===== config.mk =====
export PLATFORM = sky130hd
export DESIGN_NAME = apdu_command_fragmenter
export DESIGN_NICKNAME = d
export VERILOG_FILES = /design/src/rtl/core/acf_pkg.sv /design/src/rtl/core/apdu_command_fragmenter.sv
export SDC_FILE = /design/constraint.sdc
export NUM_CORES = 1
export LEC_CHECK = 0
export ABC_CLOCK_PERIOD_IN_PS = 2900
export BUFFER_PORTS_ARGS = -buffer_cell sky130_fd_sc_hd__buf_2
export CORE_ASPECT_RATIO = 1.1
export CORE_UTILIZATION = 29
export DETAILED_ROUTE_END_ITERATION = 8
export SLEW_MARGIN = 20
export SYNTH_ARGS = -nofsm -noshare
export SYNTH_HDL_FRONTEND = slang
export SYNTH_SLANG_ARGS = --single-unit

===== constraint.sdc =====
create_clock -name aclk -period 2.9 [get_ports aclk]
set_input_delay 0.58 -clock aclk [delete_from_list [all_inputs] [get_ports aclk]]
set_output_delay 0.58 -clock aclk [all_outputs]
set_load 0.01 [all_outputs]

===== src/rtl/core/acf_pkg.sv =====
`timescale 1ns / 1ps
`default_nettype none

package acf_pkg;

    localparam int FRAGMENT_SIZE_DEFAULT = 255;

    localparam logic [7:0] CLASS_RESET = 8'h80;
    localparam logic [7:0] INSTR_RESET = 8'hE2;

    localparam logic [7:0] P1_MORE = 8'h11;
    localparam logic [7:0] P1_LAST = 8'h91;
    localparam logic [7:0] LE_BYTE = 8'h00;

    localparam logic FUNC_BEGIN   = 1'b0;
    localparam logic FUNC_PAYLOAD = 1'b1;

    localparam logic REG_CLASS = 1'b0;
    localparam logic REG_INSTR = 1'b1;

    localparam logic [1:0] KIND_HEADER  = 2'd0;
    localparam logic [1:0] KIND_PAYLOAD = 2'd1;
    localparam logic [1:0] KIND_LE      = 2'd2;

    // position of the current word within one item's run of results
    typedef enum logic [6:0] {
        ST_CLA  = 7'b0000001,
        ST_INS  = 7'b0000010,
        ST_P1   = 7'b0000100,
        ST_BLK  = 7'b0001000,
        ST_LEN  = 7'b0010000,
        ST_DATA = 7'b0100000,
        ST_LE   = 7'b1000000
    } step_t;

    typedef struct packed {
        logic       has_hdr;
        logic       has_data;
        logic       has_le;
        logic       p1_last;
        logic [7:0] block;
        logic [7:0] frag_len;
        logic [7:0] data;
    } run_t;

endpackage

`default_nettype wire


===== src/rtl/core/apdu_command_fragmenter.sv =====
// Pipeline: two register stages, the run register and then the result register.
// Throughput: an item that causes N words (N = 0..7) holds the input until its last word
// is loaded; each fragment opens with the five-word header, then its payload words pass at
// one per cycle while m_ready is high. The rate is set by the single result register stage.
// Reset (aresetn, synchronous, active low): no message, counters zero, class 0x80, ins 0xE2.
`timescale 1ns / 1ps
`default_nettype none

module apdu_command_fragmenter
    import acf_pkg::*;
#(
    parameter int FRAGMENT_SIZE = FRAGMENT_SIZE_DEFAULT
) (
    input  wire logic        aclk,
    input  wire logic        aresetn,

    input  wire logic        cfg_we,
    input  wire logic        cfg_index,
    input  wire logic [7:0]  cfg_data,

    input  wire logic        s_valid,
    output logic             s_ready,
    input  wire logic        s_func,
    input  wire logic [15:0] s_message_length,
    input  wire logic [7:0]  s_data_byte,

    output logic             m_valid,
    input  wire logic        m_ready,
    output logic [7:0]       m_out_byte,
    output logic [1:0]       m_byte_kind,
    output logic             m_last_of_run,
    output logic             m_message_done
);

    localparam logic [15:0] FRAG_W16 = 16'(FRAGMENT_SIZE);
    localparam logic [7:0]  FRAG_LEN = 8'(FRAGMENT_SIZE);

    logic [7:0]  class_reg, instr_reg;
    logic        active_reg, active_next;
    logic [15:0] remain_reg, remain_next;
    logic [7:0]  offset_reg, offset_next;
    logic [7:0]  block_reg, block_next;

    logic        run_valid_reg, run_valid_next;
    run_t        run_reg, run_next;
    step_t       step_reg, step_next;

    logic        m_valid_reg;
    logic [7:0]  out_byte_reg;
    logic [1:0]  kind_reg;
    logic        last_reg, done_reg;

    logic        accept, out_load, run_last;
    logic        produce;
    run_t        new_run;
    logic [15:0] remain_dec;
    logic [8:0]  offset_inc;
    logic        more_frags;
    logic [7:0]  sel_byte;
    logic [1:0]  sel_kind;
    step_t       adv_step;

    assign out_load = run_valid_reg && (!m_valid_reg || m_ready);
    assign s_ready  = !run_valid_reg || (out_load && run_last);
    assign accept   = s_valid && s_ready;

    assign remain_dec = remain_reg - 16'd1;
    assign offset_inc = {1'b0, offset_reg} + 9'd1;

    // header fields for a fragment starting now (begin item: from the new length)
    always_comb begin
        logic [15:0] basis;
        basis = (s_func == FUNC_BEGIN) ? s_message_length : remain_reg;
        more_frags       = basis > FRAG_W16;
        new_run.has_hdr  = 1'b0;
        new_run.has_data = 1'b0;
        new_run.has_le   = 1'b0;
        new_run.p1_last  = !more_frags;
        new_run.block    = (s_func == FUNC_BEGIN) ? 8'd0 : block_reg;
        new_run.frag_len = more_frags ? FRAG_LEN : basis[7:0];
        new_run.data     = s_data_byte;
        produce          = 1'b0;
        active_next      = active_reg;
        remain_next      = remain_reg;
        offset_next      = offset_reg;
        block_next       = block_reg;

        if (accept) begin
            if (s_func == FUNC_BEGIN) begin
                remain_next = s_message_length;
                offset_next = 8'd0;
                block_next  = 8'd0;
                active_next = (s_message_length != 16'd0);
                if (s_message_length == 16'd0) begin
                    produce        = 1'b1;
                    new_run.has_hdr = 1'b1;
                    new_run.has_le  = 1'b1;
                end
            end else if (active_reg && remain_reg != 16'd0) begin
                produce          = 1'b1;
                new_run.has_hdr  = (offset_reg == 8'd0);
                new_run.has_data = 1'b1;
                new_run.has_le   = (remain_dec == 16'd0);
                remain_next      = remain_dec;
                if (offset_inc >= {1'b0, FRAG_LEN} || remain_dec == 16'd0) begin
                    offset_next = 8'd0;
                    block_next  = block_reg + 8'd1;
                end else begin
                    offset_next = offset_inc[7:0];
                end
                if (remain_dec == 16'd0) begin
                    active_next = 1'b0;
                end
            end
        end
    end

    // result sequencing over the stored run
    always_comb begin
        sel_byte = LE_BYTE;
        sel_kind = KIND_LE;
        adv_step = ST_LE;
        run_last = 1'b0;
        unique case (step_reg)
            ST_CLA: begin
                sel_byte = class_reg;
                sel_kind = KIND_HEADER;
                adv_step = ST_INS;
            end
            ST_INS: begin
                sel_byte = instr_reg;
                sel_kind = KIND_HEADER;
                adv_step = ST_P1;
            end
            ST_P1: begin
                sel_byte = run_reg.p1_last ? P1_LAST : P1_MORE;
                sel_kind = KIND_HEADER;
                adv_step = ST_BLK;
            end
            ST_BLK: begin
                sel_byte = run_reg.block;
                sel_kind = KIND_HEADER;
                adv_step = ST_LEN;
            end
            ST_LEN: begin
                sel_byte = run_reg.frag_len;
                sel_kind = KIND_HEADER;
                adv_step = run_reg.has_data ? ST_DATA : ST_LE;
            end
            ST_DATA: begin
                sel_byte = run_reg.data;
                sel_kind = KIND_PAYLOAD;
                adv_step = ST_LE;
                run_last = !run_reg.has_le;
            end
            ST_LE: begin
                sel_byte = LE_BYTE;
                sel_kind = KIND_LE;
                adv_step = ST_LE;
                run_last = 1'b1;
            end
            default: begin
                sel_byte = LE_BYTE;
                sel_kind = KIND_LE;
                adv_step = ST_LE;
                run_last = 1'b1;
            end
        endcase
    end

    always_comb begin
        run_valid_next = run_valid_reg;
        run_next       = run_reg;
        step_next      = step_reg;
        if (out_load) begin
            if (run_last) begin
                run_valid_next = 1'b0;
            end else begin
                step_next = adv_step;
            end
        end
        if (accept && produce) begin
            run_valid_next = 1'b1;
            run_next       = new_run;
            step_next      = new_run.has_hdr ? ST_CLA : ST_DATA;
        end
    end

    always_ff @(posedge aclk) begin
        if (!aresetn) begin
            class_reg     <= CLASS_RESET;
            instr_reg     <= INSTR_RESET;
            active_reg    <= 1'b0;
            remain_reg    <= 16'd0;
            offset_reg    <= 8'd0;
            block_reg     <= 8'd0;
            run_valid_reg <= 1'b0;
            step_reg      <= ST_LE;
            m_valid_reg   <= 1'b0;
        end else begin
            if (cfg_we) begin
                case (cfg_index)
                    REG_CLASS: class_reg <= cfg_data;
                    REG_INSTR: instr_reg <= cfg_data;
                    default:   class_reg <= class_reg;
                endcase
            end
            active_reg    <= active_next;
            remain_reg    <= remain_next;
            offset_reg    <= offset_next;
            block_reg     <= block_next;
            run_valid_reg <= run_valid_next;
            step_reg      <= step_next;
            if (out_load) begin
                m_valid_reg <= 1'b1;
            end else if (m_ready) begin
                m_valid_reg <= 1'b0;
            end
        end
    end

    always_ff @(posedge aclk) begin
        run_reg <= run_next;
        if (out_load) begin
            out_byte_reg <= sel_byte;
            kind_reg     <= sel_kind;
            last_reg     <= run_last;
            done_reg     <= (step_reg == ST_LE);
        end
    end

    assign m_valid        = m_valid_reg;
    assign m_out_byte     = out_byte_reg;
    assign m_byte_kind    = kind_reg;
    assign m_last_of_run  = last_reg;
    assign m_message_done = done_reg;

    // an active message always has bytes left to take
    assert property (@(posedge aclk) disable iff (!aresetn)
        active_reg |-> (remain_reg != 16'd0))
        else $error("active message with no bytes remaining");

    assert property (@(posedge aclk) disable iff (!aresetn)
        offset_reg < FRAG_LEN)
        else $error("fragment offset out of range");

    // a new word is only taken once the pending run hands over its last result
    assert property (@(posedge aclk) disable iff (!aresetn)
        (accept && run_valid_reg) |-> (out_load && run_last))
        else $error("input accepted over an unfinished run");

    assert property (@(posedge aclk) disable iff (!aresetn)
        (m_valid && m_message_done) |-> (m_last_of_run && m_byte_kind == KIND_LE))
        else $error("message end not on a final Le word");

    assert property (@(posedge aclk) disable iff (!aresetn)
        run_valid_reg |-> $onehot(step_reg))
        else $error("run step not one-hot");

endmodule

`default_nettype wire

Word level (Yosys, flattened, before mapping) --
Cells that the tools add are included.
Operators by class: $add $sub $neg 3, order comparisons 2, equal/unequal tests 11, mux-type cells 36, bitwise operators 1, reductions and logical operators 29
Operators with widths (count):
- $mux W8 | 7
- $mux W16 | 3
- $pmux W8 S6 | 1
- $pmux W7 S5 | 1
- $logic_not A16 Y1 | 2
- $reduce_bool A16 Y1 | 2
- $mux W7 | 4
- $gt A16 B8 Y1 const B | 1
- $sub A16 B1 Y16 const B | 1
- $mux W1 | 15
- $reduce_and A2 Y1 | 6
- $add A8 B1 Y9 const B | 1
- $ge A9 B8 Y1 const B | 1
- $add A8 B1 Y8 const B | 1
- $logic_not A8 Y1 | 1
- $ne A2 B1 Y1 const B | 4
- $eq A7 B1 Y1 const B | 1
- $eq A7 B2 Y1 const B | 1
- $eq A7 B3 Y1 const B | 1
- $eq A7 B4 Y1 const B | 1
- $eq A7 B5 Y1 const B | 1
- $eq A7 B6 Y1 const B | 1
- $eq A7 B7 Y1 const B | 1
- $mux W3 | 2
- 10 further kinds | 22
Storage, ports and cells: bits in registers 97, input bits 39, output and inout port bits 14, word-level logic and storage cells 101

Logic depth before layout (Yosys ltp) --
depth in word-level cells 10, mapped depth 11, depth with buffers taken out 9

Worst setup path after synthesis --
OpenSTA, ideal clock, no wires.
path type reg-to-reg, from register remain_reg[0], to register step_reg[5], library setup time 0.117 ns, arrival time 2.862 ns, required time 2.783 ns, setup slack -0.079 ns, cell stages (with the launch flop) 11, buffers on the path 1, period minus slack after synthesis 2.979 ns, cell sequence dfxtp_1 clkbuf_1 inv_1 ha_1 or3b_1 o21ai_1 and2_1 or3_1 inv_1 o21ai_0 o211a_1
Between the ends: cells in the longest elaborated chain, start to end 8, elaborated cells between the ends (all ways) 14, those cells by class eq/ne: 1; mux: 8; reduce/logical: 5
RTL lines:
- start, declared | line apdu_command_fragmenter.sv:40 | logic [15:0] remain_reg, remain_next;
- start signal, assigned | line apdu_command_fragmenter.sv:209 | remain_reg <= remain_next;
- $reduce_bool A16 Y1 * | line apdu_command_fragmenter.sv:99 | end else if (active_reg && remain_reg != 16'd0) begin
- $logic_and A1 B1 Y1 * | line apdu_command_fragmenter.sv:99
- $mux W1 | line apdu_command_fragmenter.sv:99
- $mux W1 | line apdu_command_fragmenter.sv:89 | if (s_func == FUNC_BEGIN) begin
- $mux W1 | line apdu_command_fragmenter.sv:88 | if (accept) begin
- $logic_and A1 B1 Y1 | line apdu_command_fragmenter.sv:182 | if (accept && produce) begin
- $ne A2 B1 Y1 (no source line) / $reduce_bool A2 Y1 (equally long branches)
- $reduce_and A2 Y1 (no source line)
- end signal, assigned | line apdu_command_fragmenter.sv:213 | step_reg <= step_next;
- end, declared | line apdu_command_fragmenter.sv:46 | step_t step_reg, step_next;
Mark *: on every way between the ends. The rest lies on a longest branch, timed or not. A chain may end at the register's enable or synchronous reset.

Worst setup path in the final report --
from register remain_reg[1], to register block_reg[7]
Between the ends: cells in the longest elaborated chain, start to end 5, elaborated cells between the ends (all ways) 8, those cells by class add/sub: 1; eq/ne: 2; reduce/logical: 5
RTL lines:
- $sub A16 B1 Y16 | line apdu_command_fragmenter.sv:67 | assign remain_dec = remain_reg - 16'd1;
- $logic_not A16 Y1 | line apdu_command_fragmenter.sv:105 | if (offset_inc >= {1'b0, FRAG_LEN} || remain_dec == 16'd0) begin
- $logic_or A1 B1 Y1 | line apdu_command_fragmenter.sv:105
- $ne A2 B1 Y1 (no source line)
- $reduce_and A3 Y1 (no source line) *
- end signal, assigned | line apdu_command_fragmenter.sv:211 | block_reg <= block_next;
- end, declared | line apdu_command_fragmenter.sv:42 | logic [7:0] block_reg, block_next;
Marks and branches as above.

==> results_dict.tcl <==
set metrics [dict create \
    status "finished with violations" \
    violations "DRC" \
    min_period_over_period_pct 97.1 \
    first_global_vias 4374 \
    core_sq_um 16300 \
    cts_sinks 97 \
    layout_commonest_cell "nand2_1" \
    cp_data_required_time_ps 3190 \
    synth_area_per_cell_sq_um 8.95 \
    worstHoldPathType "in -> reg" \
    die_area_sq_um 17100 \
    skew_ps 8.21 \
    insertion_delay_ps 350 \
    path_delay_family "simple AND/OR/NAND/NOR gates" \
    netSwitchingFraction_pct 28.6 \
    cp_max_fo 5 \
    setup_ws_ps 83.7 \
    avgViaCountPerCell 5.48 \
    portBuffers 52 \
    grt_pass1_wl_microns 21900 \
    synth_edf_count 39 \
    drtIter0Drc 435 \
    dp_slack_ps 3.50 \
    synth_fa_ha_area_share_pct 1.56 \
    postSynth.asyncResetShare_pct 0 \
    pwr-share-clk_pct 34.2 \
    rsz0062_at_grt "true" \
    final_util_pct 35.6 \
    cts-root-buf "clkbuf_16" \
    final_layout_size_suffix_gt1_share_pct 19.6 \
    endpoint_kind "flop" \
    grt_use_total_pct 16.3 \
    ff2ff_path_depth 9 \
    cp-start-kind "flop" \
    syn_inst 539 \
    start_util_pct 29.6 \
    period_needed_ps 2820 \
    crit_path_max_incr_delay_ps 500 \
    path_cells "inv_2 > ha_2 > or3b_4 > or4b_4 > a2111oi_4 > o311a_4 > o21ai_4 > or4_4 > a21oi_2" \
    path_class "reg -> reg" \
    post_dp_cell_area_sq_um 5470 \
    max-cap-violations 0 \
    fmax_mhz 355 \
    cp.arrival_ps 3100 \
    whs_ps 413 \
    ys_types 64 \
    die_x_microns 125 \
    total_power_mw 3.24 \
    hold_buffers 0 \
    cts_buffers 9 \
    worst-path-stages 9 \
    setup_viol 0 \
    cts_tree "built" \
    busiest_layer "met2" \
    tightest_slew_ps 635 \
    power.internal_mw 2.32 \
    rows 49 \
    fp.dieH_microns 137 \
    cts_max_level 3 \
    gp_routability_congestion 0.895 \
    grt_max_degree 30 \
    clk_pin_slew_ps 70 \
    final_area_sq_um 5810 \
    powerDensity_nw_per_um2 558 \
    critPathBufInv 1 \
    synth_nets 584 \
    drv_slew 0 \
    grt-ovfl-total 0 \
    mappedNetlistArea_sq_um 4820 \
    met1_usage_pct 19.0 \
    drt-wirelength-per-cell_microns 16.5 \
    p_leak_nw 2.15 \
    grt_use_met2_pct 29.1 \
    finalWirelength_microns 13500 \
    drc_errors 10 \
    grt_util_met3_pct 3.84 \
    io-pin-count 53 \
    synth_mux_area_share_pct 0.856 \
    max_slew_margin_pct 57.5 \
    worst_ir_drop_vdd_v 0.000265 \
    synth_compound_area_share_pct 21.2 \
    dr.pass1.iters 8 \
    seqPwrFrac_pct 47.8 \
    dpl.hpwl_microns 9810 \
    combPwrFrac_pct 17.9 \
    synth_top_family_by_area "simple AND/OR/NAND/NOR gates" \
    fillers 1653 \
    yosysSeqAreaShare_pct 48.4 \
    cts.path.max_buffers 2 \
    antenna_left 0 \
    crit_path_top_delay_cell "or4b_4" \
    ys_ff_latch 97 \
    diodes 0 \
    finalHoldViolCount 0 \
    synth_xor_area_share_pct 0.363 \
    area_growth_pct 20.5 \
    largest_register_ffs 27 \
    antenna_found_initial 0 \
    final_net_count 653 \
    yosys_warnings 0 \
    switching_power_mw 0.929 \
    via_count 4477 \
    min_path_cells 1 \
    ys.flop_type "dfxtp_1" \
    synthSimpleGateAreaFrac_pct 24.0 \
    final_cell_mix "nand2_1 (85), dfxtp_1 (57), buf_2 (52), nor2_1 (41)" \
]
[Yosys cell counts (2+ instances only)]
library cell | count | area share (%)
nand3_1 | 22 | 2.3
nor2_1 | 42 | 3.3
o21ai_1 | 7 | 0.73
clkbuf_1 | 25 | 1.9
nand3b_1 | 2 | 0.31
ha_1 | 6 | 1.6
nand2b_1 | 4 | 0.52
o211ai_1 | 5 | 0.78
a221oi_1 | 3 | 0.54
a31oi_1 | 3 | 0.39
nor3b_1 | 2 | 0.31
nand4_1 | 7 | 0.91
nor2b_1 | 7 | 0.91
nand2_1 | 85 | 6.6
dfxtp_1 | 58 | 24
o21a_1 | 3 | 0.47
or2_2 | 2 | 0.26
o2bb2ai_1 | 4 | 0.73
a21o_1 | 3 | 0.47
a22oi_1 | 11 | 1.7
and2_1 | 12 | 1.6
o21ai_0 | 23 | 2.4
a222oi_1 | 9 | 1.9
edfxtp_1 | 39 | 24
o31a_1 | 3 | 0.54
o22a_1 | 8 | 1.5
a21oi_1 | 42 | 4.4
o221a_2 | 2 | 0.47
or4_1 | 9 | 1.4
mux2i_1 | 3 | 0.62
a21boi_0 | 2 | 0.31
o31ai_1 | 3 | 0.47
a211oi_1 | 5 | 0.78
nor3_1 | 13 | 1.3
a2bb2oi_1 | 3 | 0.54
and3_1 | 4 | 0.52
or3_1 | 6 | 0.78
nand4b_1 | 2 | 0.36
inv_1 | 17 | 1.3
buf_1 | 2 | 0.16
nor4_1 | 8 | 1.0
[worst reg2reg max path: stages (launching register included)]
cell	delay, ps
dfxtp_2	320
inv_2	60
ha_2	170
or3b_4	370
or4b_4	510
a2111oi_4	380
o311a_4	260
o21ai_4	80
or4_4	500
a21oi_2	120
[kinds of logic (layout without fill, tap and decap cells)]
kind of cell / Yosys count / in the layout
and+or+nand+nor: 235 / 235
buffers and inverters: 45 / 118
muxes: 4 / 4
adders and majority gates: 6 / 6
AOI/OAI and AO/OA: 150 / 151
xor gates and xnor gates: 2 / 2
DFF: 97 / 97
[worst paths after layout]
kind	slack (ps)	start	to
worst max-delay path	80	remain_reg[1]	block_reg[7]
worst min register to register	460	instr_reg[0]	instr_reg[0]
worst max register to register	80	remain_reg[1]	block_reg[7]
worst min-delay path	410	s_data_byte[0]	run_reg[0]
[layout make-up]
class / instances / area, sq um / share of cell area (%)
multi-input combinational: 398 / 2380 / 40.9
sequential: 97 / 2330 / 40.2
timing repair buffer: 85 / 508 / 8.74
tap: 204 / 255 / 4.39
clock buffer: 10 / 229 / 3.94
inverter: 17 / 67.6 / 1.16
clock inverter: 6 / 40.0 / 0.689
[power by group through the flow]
stage          combinational, mW  clock [mW]  sequential [mW]
2_1_floorplan              0.356           0             1.56
3_3_place_gp               0.547           0             1.58
3_5_place_dp               0.555           0             1.58
4_1_cts                    0.565        1.15             1.55
5_1_grt                    0.643        1.20             1.56
6_report                   0.582        1.11             1.55
[per-layer routing]
layer / part of all wire, % / wire, microns
met5: 0 / 0
met1: 43 / 5860
met2: 49 / 6610
met4: 1.7 / 226
met3: 5.9 / 789
[what timing repair did]
action / 4_1_cts / 5_1_grt
gates cloned: 0 / 1
resized for setup: 1 / 10
pin swaps: 1 / 4
buffers inserted: 2 / 0
endpoints found under the setup margin: 1 / 6
[metrics by stage]
stage,setup TNS [ps],cells
after floorplan,0,539
after global placement,0,798
after detailed placement,0,798
after CTS,0,816
after global routing,-18.6,817
final,0,817
(Power assumes the default switching activity.)
